===== src/rtl/core/pksc_pkg.sv =====
`timescale 1ns / 1ps

package pksc_pkg;

	localparam int MAX_SIDE  = 6;
	localparam int KEY_DEPTH = 64;

	localparam int CELLS    = MAX_SIDE * MAX_SIDE;
	localparam int LETTERS  = 26;
	localparam int CELL_AW  = (CELLS > 1) ? $clog2(CELLS) : 1;
	localparam int LETTER_W = $clog2(LETTERS);
	localparam int COORD_W  = $clog2(MAX_SIDE + 1);
	localparam int SIDE_W   = COORD_W;
	localparam int KEY_AW   = (KEY_DEPTH > 1) ? $clog2(KEY_DEPTH) : 1;
	localparam int KEY_CW   = $clog2(KEY_DEPTH + 1);
	localparam int KEY_VW   = 5;

	localparam int CHAR_W   = 8;
	localparam int FIELD_W  = 3;
	localparam int IN_W     = 16;
	localparam int CFG_IW   = 2;
	localparam int CFG_DW   = 3;

	localparam logic [CHAR_W-1:0] CHAR_A     = 8'h41;
	localparam logic [CHAR_W-1:0] CHAR_0     = 8'h30;
	localparam logic [CHAR_W-1:0] CASE_OFS   = 8'd32;
	localparam logic [CHAR_W-1:0] LETTER_SPAN = 8'(LETTERS - 1);
	localparam logic [CHAR_W-1:0] DIGIT_SPAN = 8'd9;

	localparam logic [CFG_IW-1:0] CFG_DECRYPT  = 2'd0;
	localparam logic [CFG_IW-1:0] CFG_SIDE     = 2'd1;
	localparam logic [CFG_IW-1:0] CFG_KEY_KIND = 2'd2;

	localparam logic [CFG_DW-1:0] SIDE_RESET = 3'd5;

	typedef enum logic [FIELD_W-1:0] {
		CMD_CELL    = 3'd0,
		CMD_KEY     = 3'd1,
		CMD_TEXT    = 3'd2,
		CMD_CLEAR   = 3'd3,
		CMD_RESTART = 3'd4
	} cmd_t;

	typedef enum logic [1:0] {
		ST_OK         = 2'd0,
		ST_NO_LETTER  = 2'd1,
		ST_KEY_EMPTY  = 2'd2,
		ST_CELL_EMPTY = 2'd3
	} status_t;

	typedef enum logic [2:0] {
		S_IDLE,
		S_WR_OLD,
		S_WR_SET,
		S_LOOK,
		S_SHIFT,
		S_FETCH,
		S_OUT
	} state_t;

	typedef struct packed {
		logic accept;
		logic wr_old;
		logic wr_set;
		logic look;
		logic shift;
		logic fetch;
		logic emit;
	} ctrl_cmd_t;

	typedef struct packed {
		logic go_write;
		logic go_text;
		logic go_empty;
		logic l2c_hit;
		logic out_free;
	} dp_stat_t;

	typedef struct packed {
		logic                ok;
		logic [LETTER_W-1:0] idx;
	} letter_t;

	function automatic letter_t letter_of(input logic [CHAR_W-1:0] c);
		letter_t l;
		l.ok  = 1'b0;
		l.idx = '0;
		if (c >= CHAR_A && c <= CHAR_A + LETTER_SPAN) begin
			l.ok  = 1'b1;
			l.idx = LETTER_W'(c - CHAR_A);
		end else if (c >= CHAR_A + CASE_OFS && c <= CHAR_A + CASE_OFS + LETTER_SPAN) begin
			l.ok  = 1'b1;
			l.idx = LETTER_W'(c - CHAR_A - CASE_OFS);
		end
		return l;
	endfunction

	// Restoring remainder, one quotient bit per step.
	function automatic logic [SIDE_W-1:0] mod_side(input logic [KEY_VW-1:0] v,
			input logic [SIDE_W-1:0] s);
		logic [KEY_VW+SIDE_W-1:0] r;
		logic [KEY_VW+SIDE_W-1:0] d;
		r = (KEY_VW + SIDE_W)'(v);
		for (int i = KEY_VW - 1; i >= 0; i--) begin
			d = (KEY_VW + SIDE_W)'(s) << i;
			if (r >= d) r = r - d;
		end
		return r[SIDE_W-1:0];
	endfunction

	// base and k both below s, so one conditional subtract wraps the result.
	function automatic logic [SIDE_W-1:0] shift_coord(input logic [SIDE_W-1:0] base,
			input logic [SIDE_W-1:0] k, input logic [SIDE_W-1:0] s, input logic dec);
		logic [SIDE_W:0] t;
		if (dec) t = {1'b0, base} + {1'b0, s} - {1'b0, k};
		else     t = {1'b0, base} + {1'b0, k};
		if (t >= {1'b0, s}) t = t - {1'b0, s};
		return t[SIDE_W-1:0];
	endfunction

endpackage


===== src/rtl/core/pksc_ram.sv =====
`timescale 1ns / 1ps

module pksc_ram #(
	parameter int WIDTH = 8,
	parameter int DEPTH = 16,
	parameter int AW    = (DEPTH > 1) ? $clog2(DEPTH) : 1
) (
	input  logic             clk,
	input  logic             we,
	input  logic [AW-1:0]    waddr,
	input  logic [WIDTH-1:0] wdata,
	input  logic             re,
	input  logic [AW-1:0]    raddr,
	output logic [WIDTH-1:0] rdata
);

	logic [WIDTH-1:0] mem [DEPTH];
	logic [WIDTH-1:0] rdata_q;

	always_ff @(posedge clk) begin
		if (we) mem[waddr] <= wdata;
		if (re) rdata_q <= mem[raddr];
	end

	assign rdata = rdata_q;

endmodule


===== src/rtl/core/pksc_ctrl.sv =====
`timescale 1ns / 1ps

module pksc_ctrl (
	input  logic                  clk,
	input  logic                  arst_n,
	input  logic                  s_tvalid,
	input  pksc_pkg::dp_stat_t    stat,
	output logic                  s_tready,
	output pksc_pkg::ctrl_cmd_t   cmd
);

	pksc_pkg::state_t state_q, state_d;
	logic accept;

	assign s_tready = (state_q == pksc_pkg::S_IDLE);
	assign accept   = s_tvalid && s_tready;

	always_ff @(posedge clk or negedge arst_n) begin
		if (!arst_n) state_q <= pksc_pkg::S_IDLE;
		else         state_q <= state_d;
	end

	always_comb begin
		state_d = state_q;
		unique case (state_q)
			pksc_pkg::S_IDLE: begin
				if (accept) begin
					priority if (stat.go_write) state_d = pksc_pkg::S_WR_OLD;
					else if (stat.go_text)      state_d = pksc_pkg::S_LOOK;
					else if (stat.go_empty)     state_d = pksc_pkg::S_OUT;
				end
			end
			pksc_pkg::S_WR_OLD: state_d = pksc_pkg::S_WR_SET;
			pksc_pkg::S_WR_SET: state_d = pksc_pkg::S_IDLE;
			pksc_pkg::S_LOOK:   state_d = stat.l2c_hit ? pksc_pkg::S_SHIFT : pksc_pkg::S_OUT;
			pksc_pkg::S_SHIFT:  state_d = pksc_pkg::S_FETCH;
			pksc_pkg::S_FETCH:  state_d = pksc_pkg::S_OUT;
			pksc_pkg::S_OUT:    if (stat.out_free) state_d = pksc_pkg::S_IDLE;
			default:            state_d = pksc_pkg::S_IDLE;
		endcase
	end

	always_comb begin
		cmd        = '0;
		cmd.accept = accept;
		unique case (state_q)
			pksc_pkg::S_WR_OLD: cmd.wr_old = 1'b1;
			pksc_pkg::S_WR_SET: cmd.wr_set = 1'b1;
			pksc_pkg::S_LOOK:   cmd.look   = 1'b1;
			pksc_pkg::S_SHIFT:  cmd.shift  = 1'b1;
			pksc_pkg::S_FETCH:  cmd.fetch  = 1'b1;
			pksc_pkg::S_OUT:    cmd.emit   = stat.out_free;
			default:            ;
		endcase
	end

endmodule


===== src/rtl/core/pksc_dp.sv =====
`timescale 1ns / 1ps

module pksc_dp (
	input  logic                               clk,
	input  logic                               arst_n,
	input  logic                               cfg_we,
	input  logic [pksc_pkg::CFG_IW-1:0]        cfg_idx,
	input  logic [pksc_pkg::CFG_DW-1:0]        cfg_data,
	input  logic [pksc_pkg::FIELD_W-1:0]       in_cmd,
	input  logic [pksc_pkg::IN_W-1:0]          in_data,
	input  logic                               m_tready,
	input  pksc_pkg::ctrl_cmd_t                cmd,
	output pksc_pkg::dp_stat_t                 stat,
	output logic                               m_tvalid,
	output logic [pksc_pkg::CHAR_W-1:0]        m_tdata,
	output logic [1:0]                         m_tuser
);

	localparam int CW = pksc_pkg::COORD_W;
	localparam int LW = pksc_pkg::LETTER_W;
	localparam int SW = pksc_pkg::SIDE_W;

	// configuration
	logic                          decrypt_q;
	logic [pksc_pkg::CFG_DW-1:0]   side_q;
	logic                          key_kind_q;

	always_ff @(posedge clk or negedge arst_n) begin
		if (!arst_n) begin
			decrypt_q  <= 1'b0;
			side_q     <= pksc_pkg::SIDE_RESET;
			key_kind_q <= 1'b0;
		end else if (cfg_we) begin
			unique case (cfg_idx)
				pksc_pkg::CFG_DECRYPT:  decrypt_q  <= cfg_data[0];
				pksc_pkg::CFG_SIDE:     side_q     <= cfg_data;
				pksc_pkg::CFG_KEY_KIND: key_kind_q <= cfg_data[0];
				default:                ;
			endcase
		end
	end

	// input decode
	pksc_pkg::cmd_t                      op;
	logic [pksc_pkg::FIELD_W-1:0]        row_in, col_in;
	logic [pksc_pkg::CHAR_W-1:0]         ch_in;
	pksc_pkg::letter_t                   lt;
	logic                                row_ok, col_ok;
	logic [pksc_pkg::CELL_AW-1:0]        cell_in;
	logic                                key_ok, key_full, key_wr;
	logic [pksc_pkg::KEY_VW-1:0]         key_val;
	logic                                text_letter;

	assign op     = pksc_pkg::cmd_t'(in_cmd);
	assign row_in = in_data[2:0];
	assign col_in = in_data[5:3];
	assign ch_in  = in_data[13:6];
	assign lt     = pksc_pkg::letter_of(ch_in);
	assign row_ok = (row_in != '0) && (int'(row_in) <= pksc_pkg::MAX_SIDE);
	assign col_ok = (col_in != '0) && (int'(col_in) <= pksc_pkg::MAX_SIDE);
	assign cell_in = pksc_pkg::CELL_AW'((int'(row_in) - 1) * pksc_pkg::MAX_SIDE
			+ int'(col_in) - 1);

	always_comb begin
		if (key_kind_q) begin
			key_ok  = lt.ok;
			key_val = pksc_pkg::KEY_VW'(lt.idx) + pksc_pkg::KEY_VW'(1);
		end else begin
			key_ok  = (ch_in >= pksc_pkg::CHAR_0)
				&& (ch_in <= pksc_pkg::CHAR_0 + pksc_pkg::DIGIT_SPAN);
			key_val = pksc_pkg::KEY_VW'(ch_in - pksc_pkg::CHAR_0);
		end
	end

	logic [pksc_pkg::KEY_CW-1:0] key_count_q;
	logic [pksc_pkg::KEY_AW-1:0] key_pos_q;
	logic [pksc_pkg::KEY_AW-1:0] kp;
	logic [pksc_pkg::KEY_CW-1:0] kp_inc;

	assign key_full = (key_count_q == pksc_pkg::KEY_CW'(pksc_pkg::KEY_DEPTH));
	assign key_wr   = cmd.accept && (op == pksc_pkg::CMD_KEY) && key_ok && !key_full;
	assign kp       = (pksc_pkg::KEY_CW'(key_pos_q) < key_count_q) ? key_pos_q : '0;
	assign kp_inc   = pksc_pkg::KEY_CW'(kp) + pksc_pkg::KEY_CW'(1);

	assign text_letter   = (op == pksc_pkg::CMD_TEXT) && lt.ok;
	assign stat.go_write = (op == pksc_pkg::CMD_CELL) && lt.ok && row_ok && col_ok;
	assign stat.go_text  = text_letter && (key_count_q != '0);
	assign stat.go_empty = text_letter && (key_count_q == '0);

	// item registers
	logic [LW-1:0]                li_q;
	logic [CW-1:0]                row_q, col_q;
	logic [pksc_pkg::CELL_AW-1:0] cell_q;

	always_ff @(posedge clk) begin
		if (cmd.accept) begin
			li_q   <= lt.idx;
			row_q  <= CW'(row_in);
			col_q  <= CW'(col_in);
			cell_q <= cell_in;
		end
	end

	// tables
	logic [2*CW-1:0]              l2c_rdata;
	logic [LW-1:0]                l2c_raddr;
	logic [LW-1:0]                c2l_rdata;
	logic [pksc_pkg::CELL_AW-1:0] c2l_raddr;
	logic [pksc_pkg::KEY_VW-1:0]  key_rdata;
	logic [pksc_pkg::CELL_AW-1:0] tcell_d, tcell_q;

	assign l2c_raddr = cmd.accept ? lt.idx : c2l_rdata;
	assign c2l_raddr = cmd.accept ? cell_in : tcell_d;

	pksc_ram #(.WIDTH(2 * CW), .DEPTH(pksc_pkg::LETTERS)) u_l2c (
		.clk   (clk),
		.we    (cmd.wr_set),
		.waddr (li_q),
		.wdata ({row_q, col_q}),
		.re    (cmd.accept || cmd.wr_old),
		.raddr (l2c_raddr),
		.rdata (l2c_rdata)
	);

	pksc_ram #(.WIDTH(LW), .DEPTH(pksc_pkg::CELLS)) u_c2l (
		.clk   (clk),
		.we    (cmd.wr_set),
		.waddr (cell_q),
		.wdata (li_q),
		.re    (cmd.accept || cmd.shift),
		.raddr (c2l_raddr),
		.rdata (c2l_rdata)
	);

	pksc_ram #(.WIDTH(pksc_pkg::KEY_VW), .DEPTH(pksc_pkg::KEY_DEPTH)) u_key (
		.clk   (clk),
		.we    (key_wr),
		.waddr (key_count_q[pksc_pkg::KEY_AW-1:0]),
		.wdata (key_val),
		.re    (cmd.accept),
		.raddr (kp),
		.rdata (key_rdata)
	);

	// valid bits
	logic          l2c_v_q [pksc_pkg::LETTERS];
	logic          c2l_v_q [pksc_pkg::CELLS];
	logic [LW-1:0] old_q;
	logic          old_v_q;
	logic          old_clr;

	always_ff @(posedge clk) begin
		if (cmd.wr_old) begin
			old_q   <= c2l_rdata;
			old_v_q <= c2l_v_q[cell_q];
		end
	end

	assign old_clr = old_v_q && (int'(old_q) < pksc_pkg::LETTERS)
		&& l2c_v_q[old_q] && (l2c_rdata == {row_q, col_q});

	always_ff @(posedge clk or negedge arst_n) begin
		if (!arst_n) begin
			for (int i = 0; i < pksc_pkg::LETTERS; i++) l2c_v_q[i] <= 1'b0;
			for (int i = 0; i < pksc_pkg::CELLS; i++)   c2l_v_q[i] <= 1'b0;
		end else if (cmd.wr_set) begin
			// drop the old letter's lookup if it still points at this cell, unless the same letter is set again here
			if (old_clr && (old_q != li_q)) l2c_v_q[old_q] <= 1'b0;
			l2c_v_q[li_q]   <= 1'b1;
			c2l_v_q[cell_q] <= 1'b1;
		end
	end

	// key position
	always_ff @(posedge clk or negedge arst_n) begin
		if (!arst_n) begin
			key_count_q <= '0;
			key_pos_q   <= '0;
		end else begin
			if (key_wr) key_count_q <= key_count_q + pksc_pkg::KEY_CW'(1);
			if (cmd.accept && op == pksc_pkg::CMD_CLEAR) begin
				key_count_q <= '0;
				key_pos_q   <= '0;
			end
			if (cmd.accept && op == pksc_pkg::CMD_RESTART) key_pos_q <= '0;
			if (cmd.look && stat.l2c_hit)
				key_pos_q <= (kp_inc >= key_count_q) ? '0
					: kp_inc[pksc_pkg::KEY_AW-1:0];
		end
	end

	// coordinate shift
	logic [SW-1:0] s_eff;
	logic [SW-1:0] base_r_s1, base_c_s1, km_s1;
	logic [SW-1:0] nr, nc;

	always_comb begin
		if (side_q == '0)
			s_eff = SW'(1);
		else if (int'(side_q) > pksc_pkg::MAX_SIDE)
			s_eff = SW'(pksc_pkg::MAX_SIDE);
		else
			s_eff = SW'(side_q);
	end

	assign stat.l2c_hit = l2c_v_q[li_q];

	always_ff @(posedge clk) begin
		if (cmd.look) begin
			base_r_s1 <= pksc_pkg::mod_side(
				pksc_pkg::KEY_VW'(l2c_rdata[2*CW-1:CW] - CW'(1)), s_eff);
			base_c_s1 <= pksc_pkg::mod_side(
				pksc_pkg::KEY_VW'(l2c_rdata[CW-1:0] - CW'(1)), s_eff);
			km_s1     <= pksc_pkg::mod_side(key_rdata, s_eff);
		end
	end

	assign nr      = pksc_pkg::shift_coord(base_r_s1, km_s1, s_eff, decrypt_q);
	assign nc      = pksc_pkg::shift_coord(base_c_s1, km_s1, s_eff, decrypt_q);
	assign tcell_d = pksc_pkg::CELL_AW'(int'(nr) * pksc_pkg::MAX_SIDE + int'(nc));

	always_ff @(posedge clk) begin
		if (cmd.shift) tcell_q <= tcell_d;
	end

	// result hold and output register
	logic [pksc_pkg::CHAR_W-1:0] res_char_q;
	pksc_pkg::status_t           res_st_q;
	logic                        m_tvalid_q;
	logic [pksc_pkg::CHAR_W-1:0] m_char_q;
	logic [1:0]                  m_st_q;

	always_ff @(posedge clk) begin
		priority if (cmd.accept) begin
			res_char_q <= '0;
			res_st_q   <= pksc_pkg::ST_KEY_EMPTY;
		end else if (cmd.look) begin
			res_char_q <= '0;
			res_st_q   <= pksc_pkg::ST_NO_LETTER;
		end else if (cmd.fetch) begin
			if (c2l_v_q[tcell_q]) begin
				res_char_q <= pksc_pkg::CHAR_A + pksc_pkg::CHAR_W'(c2l_rdata);
				res_st_q   <= pksc_pkg::ST_OK;
			end else begin
				res_char_q <= '0;
				res_st_q   <= pksc_pkg::ST_CELL_EMPTY;
			end
		end
	end

	assign stat.out_free = !m_tvalid_q || m_tready;

	always_ff @(posedge clk or negedge arst_n) begin
		if (!arst_n)           m_tvalid_q <= 1'b0;
		else if (cmd.emit)     m_tvalid_q <= 1'b1;
		else if (m_tready)     m_tvalid_q <= 1'b0;
	end

	always_ff @(posedge clk) begin
		if (cmd.emit) begin
			m_char_q <= res_char_q;
			m_st_q   <= res_st_q;
		end
	end

	assign m_tvalid = m_tvalid_q;
	assign m_tdata  = m_char_q;
	assign m_tuser  = m_st_q;

endmodule


===== src/rtl/core/polybius_key_shift_cipher.sv =====
`timescale 1ns / 1ps
// Channel   Dir  Handshake            Payload
// s_*       in   s_tvalid / s_tready  s_tuser cmd; s_tdata cell_row, cell_col, char_in
// m_*       out  m_tvalid / m_tready  m_tuser status; m_tdata out_char
// cfg_*     in   cfg_we (no wait)     cfg_idx register index; cfg_data value
//
// One request at a time. Key appends, key clear, restart and dropped requests finish
// in the cycle they are accepted; a cell write reads the cell, reads the old letter's
// lookup, then writes both tables. A text letter passes through the
// letter lookup, the modulo stage, the target cell read and the result hold; an
// empty key goes straight to the result hold, a missing letter after the lookup.
// A result stalled on m_tready waits in the output register while requests that
// give no result keep flowing; the next result then waits in the result hold
// with s_tready low until the output register frees. Reset clears all table
// valid bits at once; no clearing pass is needed.

module polybius_key_shift_cipher (
	input  logic                          clk,
	input  logic                          arst_n,
	// configuration write port
	input  logic                          cfg_we,
	input  logic [pksc_pkg::CFG_IW-1:0]   cfg_idx,
	input  logic [pksc_pkg::CFG_DW-1:0]   cfg_data,
	// request stream
	input  logic                          s_tvalid,
	output logic                          s_tready,
	input  logic [pksc_pkg::IN_W-1:0]     s_tdata,   // [2:0] cell_row, [5:3] cell_col, [13:6] char_in
	input  logic [pksc_pkg::FIELD_W-1:0]  s_tuser,   // [2:0] cmd
	// result stream
	output logic                          m_tvalid,
	input  logic                          m_tready,
	output logic [pksc_pkg::CHAR_W-1:0]   m_tdata,   // [7:0] out_char
	output logic [1:0]                    m_tuser    // [1:0] status
);

	pksc_pkg::ctrl_cmd_t cmd;
	pksc_pkg::dp_stat_t  stat;

	// sequence each request; ready only while waiting for the next one
	pksc_ctrl u_ctrl (
		.clk      (clk),
		.arst_n   (arst_n),
		.s_tvalid (s_tvalid),
		.stat     (stat),
		.s_tready (s_tready),
		.cmd      (cmd)
	);

	// tables, key store, coordinate arithmetic and the output register
	pksc_dp u_dp (
		.clk      (clk),
		.arst_n   (arst_n),
		.cfg_we   (cfg_we),
		.cfg_idx  (cfg_idx),
		.cfg_data (cfg_data),
		.in_cmd   (s_tuser),
		.in_data  (s_tdata),
		.m_tready (m_tready),
		.cmd      (cmd),
		.stat     (stat),
		.m_tvalid (m_tvalid),
		.m_tdata  (m_tdata),
		.m_tuser  (m_tuser)
	);

endmodule


===== config.mk =====
export PLATFORM = sky130hd
export DESIGN_NAME = polybius_key_shift_cipher
export DESIGN_NICKNAME = d
export VERILOG_FILES = /design/src/rtl/core/pksc_pkg.sv /design/src/rtl/core/pksc_ram.sv /design/src/rtl/core/pksc_ctrl.sv /design/src/rtl/core/pksc_dp.sv /design/src/rtl/core/polybius_key_shift_cipher.sv
export SDC_FILE = /design/constraint.sdc
export NUM_CORES = 1
export LEC_CHECK = 0
export BUFFER_PORTS_ARGS = -buffer_cell sky130_fd_sc_hd__clkbuf_2
export CORE_ASPECT_RATIO = 1.2
export CORE_MARGIN = 2
export CORE_UTILIZATION = 35
export CTS_CLUSTER_SIZE = 16
export DETAILED_ROUTE_END_ITERATION = 8
export MAX_ROUTING_LAYER = met4
export SLEW_MARGIN = 20
export SYNTH_ARGS = -nofsm -noshare
export SYNTH_HDL_FRONTEND = slang
export SYNTH_SLANG_ARGS = --single-unit

===== constraint.sdc =====
create_clock -name clk -period 14.6 [get_ports clk]
set_input_delay 0 -clock clk [delete_from_list [all_inputs] [get_ports clk]]
set_output_delay 0 -clock clk [all_outputs]
set_load 0.02 [all_outputs]

Yosys cells after proc, flatten, opt, wreduce, memory -nomap -nowiden
Memory sizes are Yosys's and may differ from the RTL's. A register that Yosys moved wholly into a read port is not among the register bits.
Cells that the tools add are included.
{"block": "totals", "regBits": 142, "ramBits": 656, "input_bits": 29, "out_inout_bits": 12, "elab_cells": 322, "mem_count": 3}
{"name": "u_dp.u_key.mem", "depth": 64, "width": 5, "rd": 1, "rd_clocked_by_memory_dff": 1, "wr": 1, "line_no": "pksc_ram.sv:17", "rtl": "logic [WIDTH-1:0] mem [DEPTH];"}
{"name": "u_dp.u_c2l.mem", "depth": 36, "width": 5, "rd": 1, "rd_clocked_by_memory_dff": 1, "wr": 1, "line_no": "pksc_ram.sv:17"}
{"name": "u_dp.u_l2c.mem", "depth": 26, "width": 6, "rd": 1, "rd_clocked_by_memory_dff": 1, "wr": 1, "line_no": "pksc_ram.sv:17"}
{"block": "op_classes", "addsub": 36, "multipliers": 2, "n_lt_le_gt_ge": 36, "n_eq_ne": 18, "muxes": 89, "n_bitwise": 8, "n_reduce_logical": 47}
{"operator": "8-bit two-way mux", "n": 25}
{"operator": "26-bit two-way mux", "n": 2}
{"operator": "6-bit two-way mux", "n": 8}
{"operator": "3-bit two-way mux", "n": 12}
{"operator": "36-bit OR", "n": 1}
{"operator": "32-bit by 3-bit multiplier with 5-bit output, second input constant", "n": 1}
{"operator": "26-bit AND", "n": 1}
{"operator": "26-bit inverter", "n": 1}
{"operator": "26-bit OR", "n": 1}
{"operator": "1-bit logical AND", "n": 25}
{"operator": "8-bit by 3-bit >= comparator with 1-bit output", "n": 3}
{"operator": "8-bit by 4-bit >= comparator with 1-bit output", "n": 3}
{"operator": "8-bit by 5-bit >= comparator with 1-bit output", "n": 3}
{"operator": "8-bit by 6-bit >= comparator with 1-bit output", "n": 3}
{"operator": "1-bit two-way mux", "n": 24}
{"operator": "5-bit by 7-bit subtractor with 8-bit output", "n": 3}
{"operator": "8-bit by 4-bit subtractor with 8-bit output", "n": 3}
{"operator": "8-bit by 5-bit subtractor with 8-bit output", "n": 3}
{"operator": "8-bit by 6-bit subtractor with 8-bit output", "n": 3}
{"operator": "5-bit by 7-bit >= comparator with 1-bit output", "n": 3}
{"operator": "3-bit one-hot mux with 6 select lines", "n": 1}
{"operator": "3-bit by 3-bit adder with 4-bit output", "n": 4}
{"operator": "8-bit by 7-bit >= comparator with 1-bit output, second input constant", "n": 2}
{"operator": "8-bit by 7-bit <= comparator with 1-bit output, second input constant", "n": 2}
{"operator": "56 further kinds", "n": 99}

Logic depth before layout (Yosys ltp)
{"block": "depth", "depth_word": 17, "depth_mapped": 41, "depth_no_buf": 40}

Hierarchy
A second synthesis with hierarchy kept.
{"block": "hier_totals", "hier_cells": 2536, "area_unflattened_um2": 38456.9}
{"mod": "pksc_ram (u_dp.u_key)", "n_inst": 1, "cells_per_inst": 610, "area_each_um2": 12818.5, "seq_area_each_um2": 9759.4}
{"mod": "pksc_dp", "n_inst": 1, "cells_per_inst": 1141, "area_each_um2": 11357.1, "seq_area_each_um2": 3621.0}
{"mod": "pksc_ram (u_dp.u_c2l)", "n_inst": 1, "cells_per_inst": 426, "area_each_um2": 7528.5, "seq_area_each_um2": 5555.3}
{"mod": "pksc_ram (u_dp.u_l2c)", "n_inst": 1, "cells_per_inst": 330, "area_each_um2": 6487.5, "seq_area_each_um2": 4864.7}
{"mod": "pksc_ctrl", "n_inst": 1, "cells_per_inst": 29, "area_each_um2": 265.3, "seq_area_each_um2": 75.1}

Worst setup path before layout
No wires, ideal clock.
{"block": "synth_path", "path_type": "register to register", "start": "register u_dp.side_q[1] (netlist bit)", "end": "register u_dp.base_r_s1[1], data pin", "setup_time_ns": 0.260, "t_arrival_ns": 8.827, "t_required_ns": 14.340, "path_slack_ns": 5.513, "stages_incl_launch_ff": 35, "n_path_buf": 2, "synth_period_minus_slack_ns": 9.087, "cell_sequence": "dfrtp_1 > buf_2 > inv_1 > nand2_1 > a21oi_1 > ha_1 > inv_1 > ha_1 > ha_1 > a41o_1 > and2_1 > ha_1 > nand4_1 > o31ai_2 > a2111oi_4 > and2_1 > buf_4 > mux2i_1 > ha_1 > a21oi_1 > o2111ai_1 > o21ai_0 > inv_1 > ha_1 > a21o_1 > a21oi_1 > o211ai_1 > mux2i_1 > fa_1 > a21o_1 > a221oi_1 > o31ai_1 > a211o_1 > a211oi_4 > mux2_4"}
{"block": "synth_via", "elab_chain_cells": 17, "word_cells_on_any_way": 23, "cone_classes": "add/sub (5); order compare (6); mux (11); reduce/logical (1)"}
{"item": "start: declaration", "line_no": "pksc_dp.sv:25", "rtl": "logic [pksc_pkg::CFG_DW-1:0] side_q;"}
{"item": "start signal: assignment", "line_no": "pksc_dp.sv:31", "rtl": "side_q <= pksc_pkg::SIDE_RESET;"}
{"item": "start signal: assignment", "line_no": "pksc_dp.sv:36", "rtl": "pksc_pkg::CFG_SIDE: side_q <= cfg_data;"}
{"item": "3-bit greater-than comparator", "line_no": "pksc_dp.sv:200", "rtl": "else if (int'(side_q) > pksc_pkg::MAX_SIDE)"}
{"item": "3-bit two-way mux", "line_no": "pksc_dp.sv:200"}
{"item": "3-bit two-way mux *", "line_no": "pksc_dp.sv:198", "rtl": "if (side_q == '0)"}
{"item": "5-bit by 7-bit subtractor with 8-bit output / 5-bit by 7-bit >= comparator with 1-bit output (equally long branches)", "line_no": "pksc_pkg.sv:106", "rtl": "if (r >= d) r = r - d;"}
{"item": "8-bit two-way mux", "line_no": "pksc_pkg.sv:106"}
{"item": "8-bit two-way mux", "line_no": "pksc_dp.sv:209", "rtl": "if (cmd.look) begin"}
{"item": "8-bit by 6-bit subtractor with 8-bit output / 8-bit by 6-bit >= comparator with 1-bit output (equally long branches)", "line_no": "pksc_pkg.sv:106"}
{"item": "8-bit two-way mux", "line_no": "pksc_pkg.sv:106"}
{"item": "8-bit two-way mux", "line_no": "pksc_dp.sv:209"}
{"item": "8-bit by 5-bit subtractor with 8-bit output / 8-bit by 5-bit >= comparator with 1-bit output (equally long branches)", "line_no": "pksc_pkg.sv:106"}
{"item": "8-bit two-way mux", "line_no": "pksc_pkg.sv:106"}
{"item": "8-bit two-way mux", "line_no": "pksc_dp.sv:209"}
{"item": "8-bit by 4-bit subtractor with 8-bit output / 8-bit by 4-bit >= comparator with 1-bit output (equally long branches)", "line_no": "pksc_pkg.sv:106"}
{"item": "8-bit two-way mux", "line_no": "pksc_pkg.sv:106"}
{"item": "8-bit two-way mux", "line_no": "pksc_dp.sv:209"}
{"item": "8-bit by 3-bit >= comparator with 1-bit output / 3-bit subtractor (equally long branches)", "line_no": "pksc_pkg.sv:106"}
{"item": "3-bit two-way mux *", "line_no": "pksc_pkg.sv:106"}
{"item": "end signal: assignment", "line_no": "pksc_dp.sv:210", "rtl": "base_r_s1 <= pksc_pkg::mod_side("}
{"item": "end: declaration", "line_no": "pksc_dp.sv:194", "rtl": "logic [SW-1:0] base_r_s1, base_c_s1, km_s1;"}
Mark *: on every way between the ends. The rest lies on a longest branch, timed or not. The select of a mux whose other input is x is not followed.
A chain may end at the register's enable or synchronous reset.

Final worst setup path
{"block": "layout_path", "start": "register u_dp.side_q[1] (netlist bit)", "end": "register u_dp.base_r_s1[2], data pin"}
Same word-level chain as after synthesis.

==> impl_metrics.py <==
metrics = {
    "run_status": {
        "status": "finished clean",
    },
    "timing": {
        "rsz0062_at_grt": "no",
        "worstMarginPinSlew_ns": 1.13,
        "relSlewSlack_pct": 24.8,
        "fin_crit_sh_pct": 65.3,
        "drv_slew": 0,
        "skew_ns": 0.0422,
        "fin_crit_ns": 9.53,
        "max_freq_ghz": 0.105,
        "finalSetupViolCount": 0,
        "finalHoldViolations": 0,
        "setup_tns_ns": 0,
    },
    "critical_path": {
        "end_kind": "flop",
        "cp_slowest_cell": "a2111oi_4",
        "critical_path.max_stage_delay_ns": 0.57,
        "cp.required_ns": 15.00,
        "worstSetupPathType": "flop to flop",
        "rrSetupSlack_ns": 5.07,
        "cp-start-kind": "flop",
        "cpMostUsedCell": "ha_1",
        "rr_worst_depth": 34,
        "worstReg2RegStart": "u_dp.side_q[1]",
        "r2r-end": "u_dp.base_r_s1[2]",
        "cp_max_fo": 19,
        "worstPathArrival_ns": 9.93,
    },
    "synthesis": {
        "syn_area_sq_um": 38500,
        "avgSynthCellArea_sq_um": 13.8,
        "synth_edf_count": 719,
        "synth-seq-cells": 812,
        "yosys_warnings": 0,
        "synth_flop_cell": "edfxtp_1",
        "syn_nets": 2956,
        "synth_cell_types": 90,
        "synth_cells": 2794,
        "synth_seq_area_share_pct": 62.0,
        "async_reset_ff_share_pct": 10.3,
    },
    "cts": {
        "clk_latency_ns": 0.67,
        "clock_path_buffers": 3,
        "htree_levels": 3,
        "cts_resized": 0,
        "cts_setup_buffers": 0,
        "cts_tree": "yes",
        "cts-root-buf": "clkbuf_16",
        "cts.sinks": 812,
        "cts_buffers": 77,
        "clk_pin_slew_worst_paths_ns": 0.07,
    },
    "final_layout": {
        "num-nets-final": 3000,
        "mostFrequentLayoutCell": "edfxtp_1",
        "layout-drive-gt1-share_pct": 15.7,
        "area_growth_pct": 12.7,
        "layout_common_cells": "edfxtp_1, nor2_1, nand2_1",
        "fin_cells": 4319,
        "diodes": 0,
    },
    "routing": {
        "drtAntennaViolNets": 0,
        "drtPass1Iterations": 5,
        "drc": 0,
        "wl_microns": 92100,
        "routed-via-count": 23500,
        "dr.first_iter.drc_count": 1853,
        "drt-wirelength-per-cell_microns": 21.3,
        "vias_per_cell": 5.43,
    },
    "global_route": {
        "grt_pass1_vias": 23500,
        "grt_remaining_overflow": 0,
        "grt_max_degree": 76,
        "track_usage_pct": 16.7,
        "antenna_found_initial": 0,
        "grt_first_pass_wirelength_microns": 142000,
    },
    "placed_design": {
        "portBuffers": 37,
        "hpwl_microns": 60300,
        "placed_cells": 4146,
        "routabilityCongestion": 0.876,
    },
    "floorplanning": {
        "ios": 41,
        "core_sq_um": 109000,
        "dieArea_sq_um": 113000,
        "rows": 133,
        "die_x_microns": 307,
        "die_h_microns": 367,
        "start_util_pct": 35.2,
    },
    "min_path": {
        "hold_path_class": "input pin to asynchronous set/reset pin",
    },
    "pwr": {
        "p_leak_nw": 15.0,
        "peakVddDrop_mv": 0.270,
        "power_density_nw_per_um2": 241,
    },
    "job": {
        "cap_violations": 0,
    },
}
## registers in the layout, summed over array words and instances (netlist names), 5 cells and up
register / flops
u_dp.res_char_q: 7
u_dp.c2l_v_q: 36
u_dp.old_q: 5
u_dp.u_l2c.mem: 156
u_dp.u_c2l.rdata: 5
u_dp.key_count_q: 7
u_dp.u_key.rdata: 5
u_dp.key_pos_q: 6
u_dp.cell_q: 6
u_dp.u_key.mem: 320
u_dp.tcell_q: 6
u_dp.l2c_v_q: 26
u_dp.u_l2c.rdata: 6
u_dp.m_tdata: 7
u_dp.u_c2l.mem: 180
u_dp.li_q: 5
## worst max-delay path by stage
stage / slack [ns] / from / endpoint
global placement: 5.32 / u_dp.side_q[1] / u_dp.base_r_s1[2]
floorplan: 5.51 / u_dp.side_q[1] / u_dp.base_r_s1[1]
CTS: 5.17 / u_dp.side_q[1] / u_dp.base_r_s1[2]
global route: 4.43 / u_dp.side_q[1] / u_dp.base_r_s1[1]
detailed placement: 5.23 / u_dp.side_q[1] / u_dp.base_r_s1[2]
finish: 5.07 / u_dp.side_q[1] / u_dp.base_r_s1[2]
## metal layers
metal	vias to the layer above	track usage, %	wire [microns]
met1	12000	21.3	39700
met2	644	27.8	46000
met4	0	5.06	2110
met3	116	2.09	4380
li1	10700	-	-
met5	-	-	0
## cell usage after synthesis, types with 41 or more instances
cell	number	area (sq um)
clkbuf_1	101	379
mux2i_1	97	971
edfxtp_1	719	21600
inv_1	135	507
nand2_1	137	514
or2_2	48	300
xnor2_1	41	359
o21ai_0	114	571
nor2_1	289	1080
nand3_1	56	280
mux4_2	123	2770
dfrtp_1	82	2050
ha_1	107	1340
a31oi_1	43	269
a21oi_1	100	500
mux2_2	42	473
o22ai_1	48	300
a211oi_1	44	330
## metrics by stage
step / setup slack, ns / instance area (sq um) / utilization [%] / hold WS, ns / power, mW
6_report: 5.07 / 43400 / 39.7 / 0.0429 / 10.4
2_1_floorplan: 5.51 / 38500 / - / -0.296 / 6.73
3_5_place_dp: 5.23 / 40400 / 36.9 / -0.155 / 8.33
5_1_grt: 4.43 / 43400 / 39.7 / 0.0993 / 11.1
4_1_cts: 5.17 / 43400 / 39.7 / 0.0278 / 10.5
3_3_place_gp: 5.32 / 40400 / 36.9 / -0.157 / 8.29
## power breakdown
part           internal (mW)  total [mW]  leakage [nW]  switching, mW
Clock                   1.23        2.14          1.33          0.909
Sequential              2.87        3.07          7.68          0.199
Combinational           1.97        5.23          5.95           3.26
## area by class of cell
class | count | area, sq um
well taps | 1417 | 1770
clock inverters | 47 | 633
multi-input cells | 1706 | 13800
flip-flops and latches | 812 | 23900
inverters | 139 | 522
clock buffers | 96 | 2090
repair buffers | 102 | 759
fillers | 10100 | 65900
## timing repair
action,CTS,global route
hold buffers,29,0
endpoints found under the setup margin,0,0
hold endpoints to repair,110,0
## logic make-up after synthesis
family	count (synthesis)	synth area share, %
flops	812	62.0
simple gates	712	8.72
compound gates	530	9.19
buf+inv	276	2.76
mux	264	11.0
fa+ha+maj	133	4.83
xor+xnor	66	1.52
other cells	1	0.00973
## critical path, delay by kind of cell, from the launching register on
family,cells,cell delay (ns)
adder cells (fa/ha/maj),7,2.21
AO/OA/AOI/OAI,15,4.07
AND/OR/NAND/NOR,4,0.79
multiplexers,3,0.98
flip-flops,1,0.35
buffers and inverters,5,0.87
Note: power is estimated with default switching activity, not from simulation.
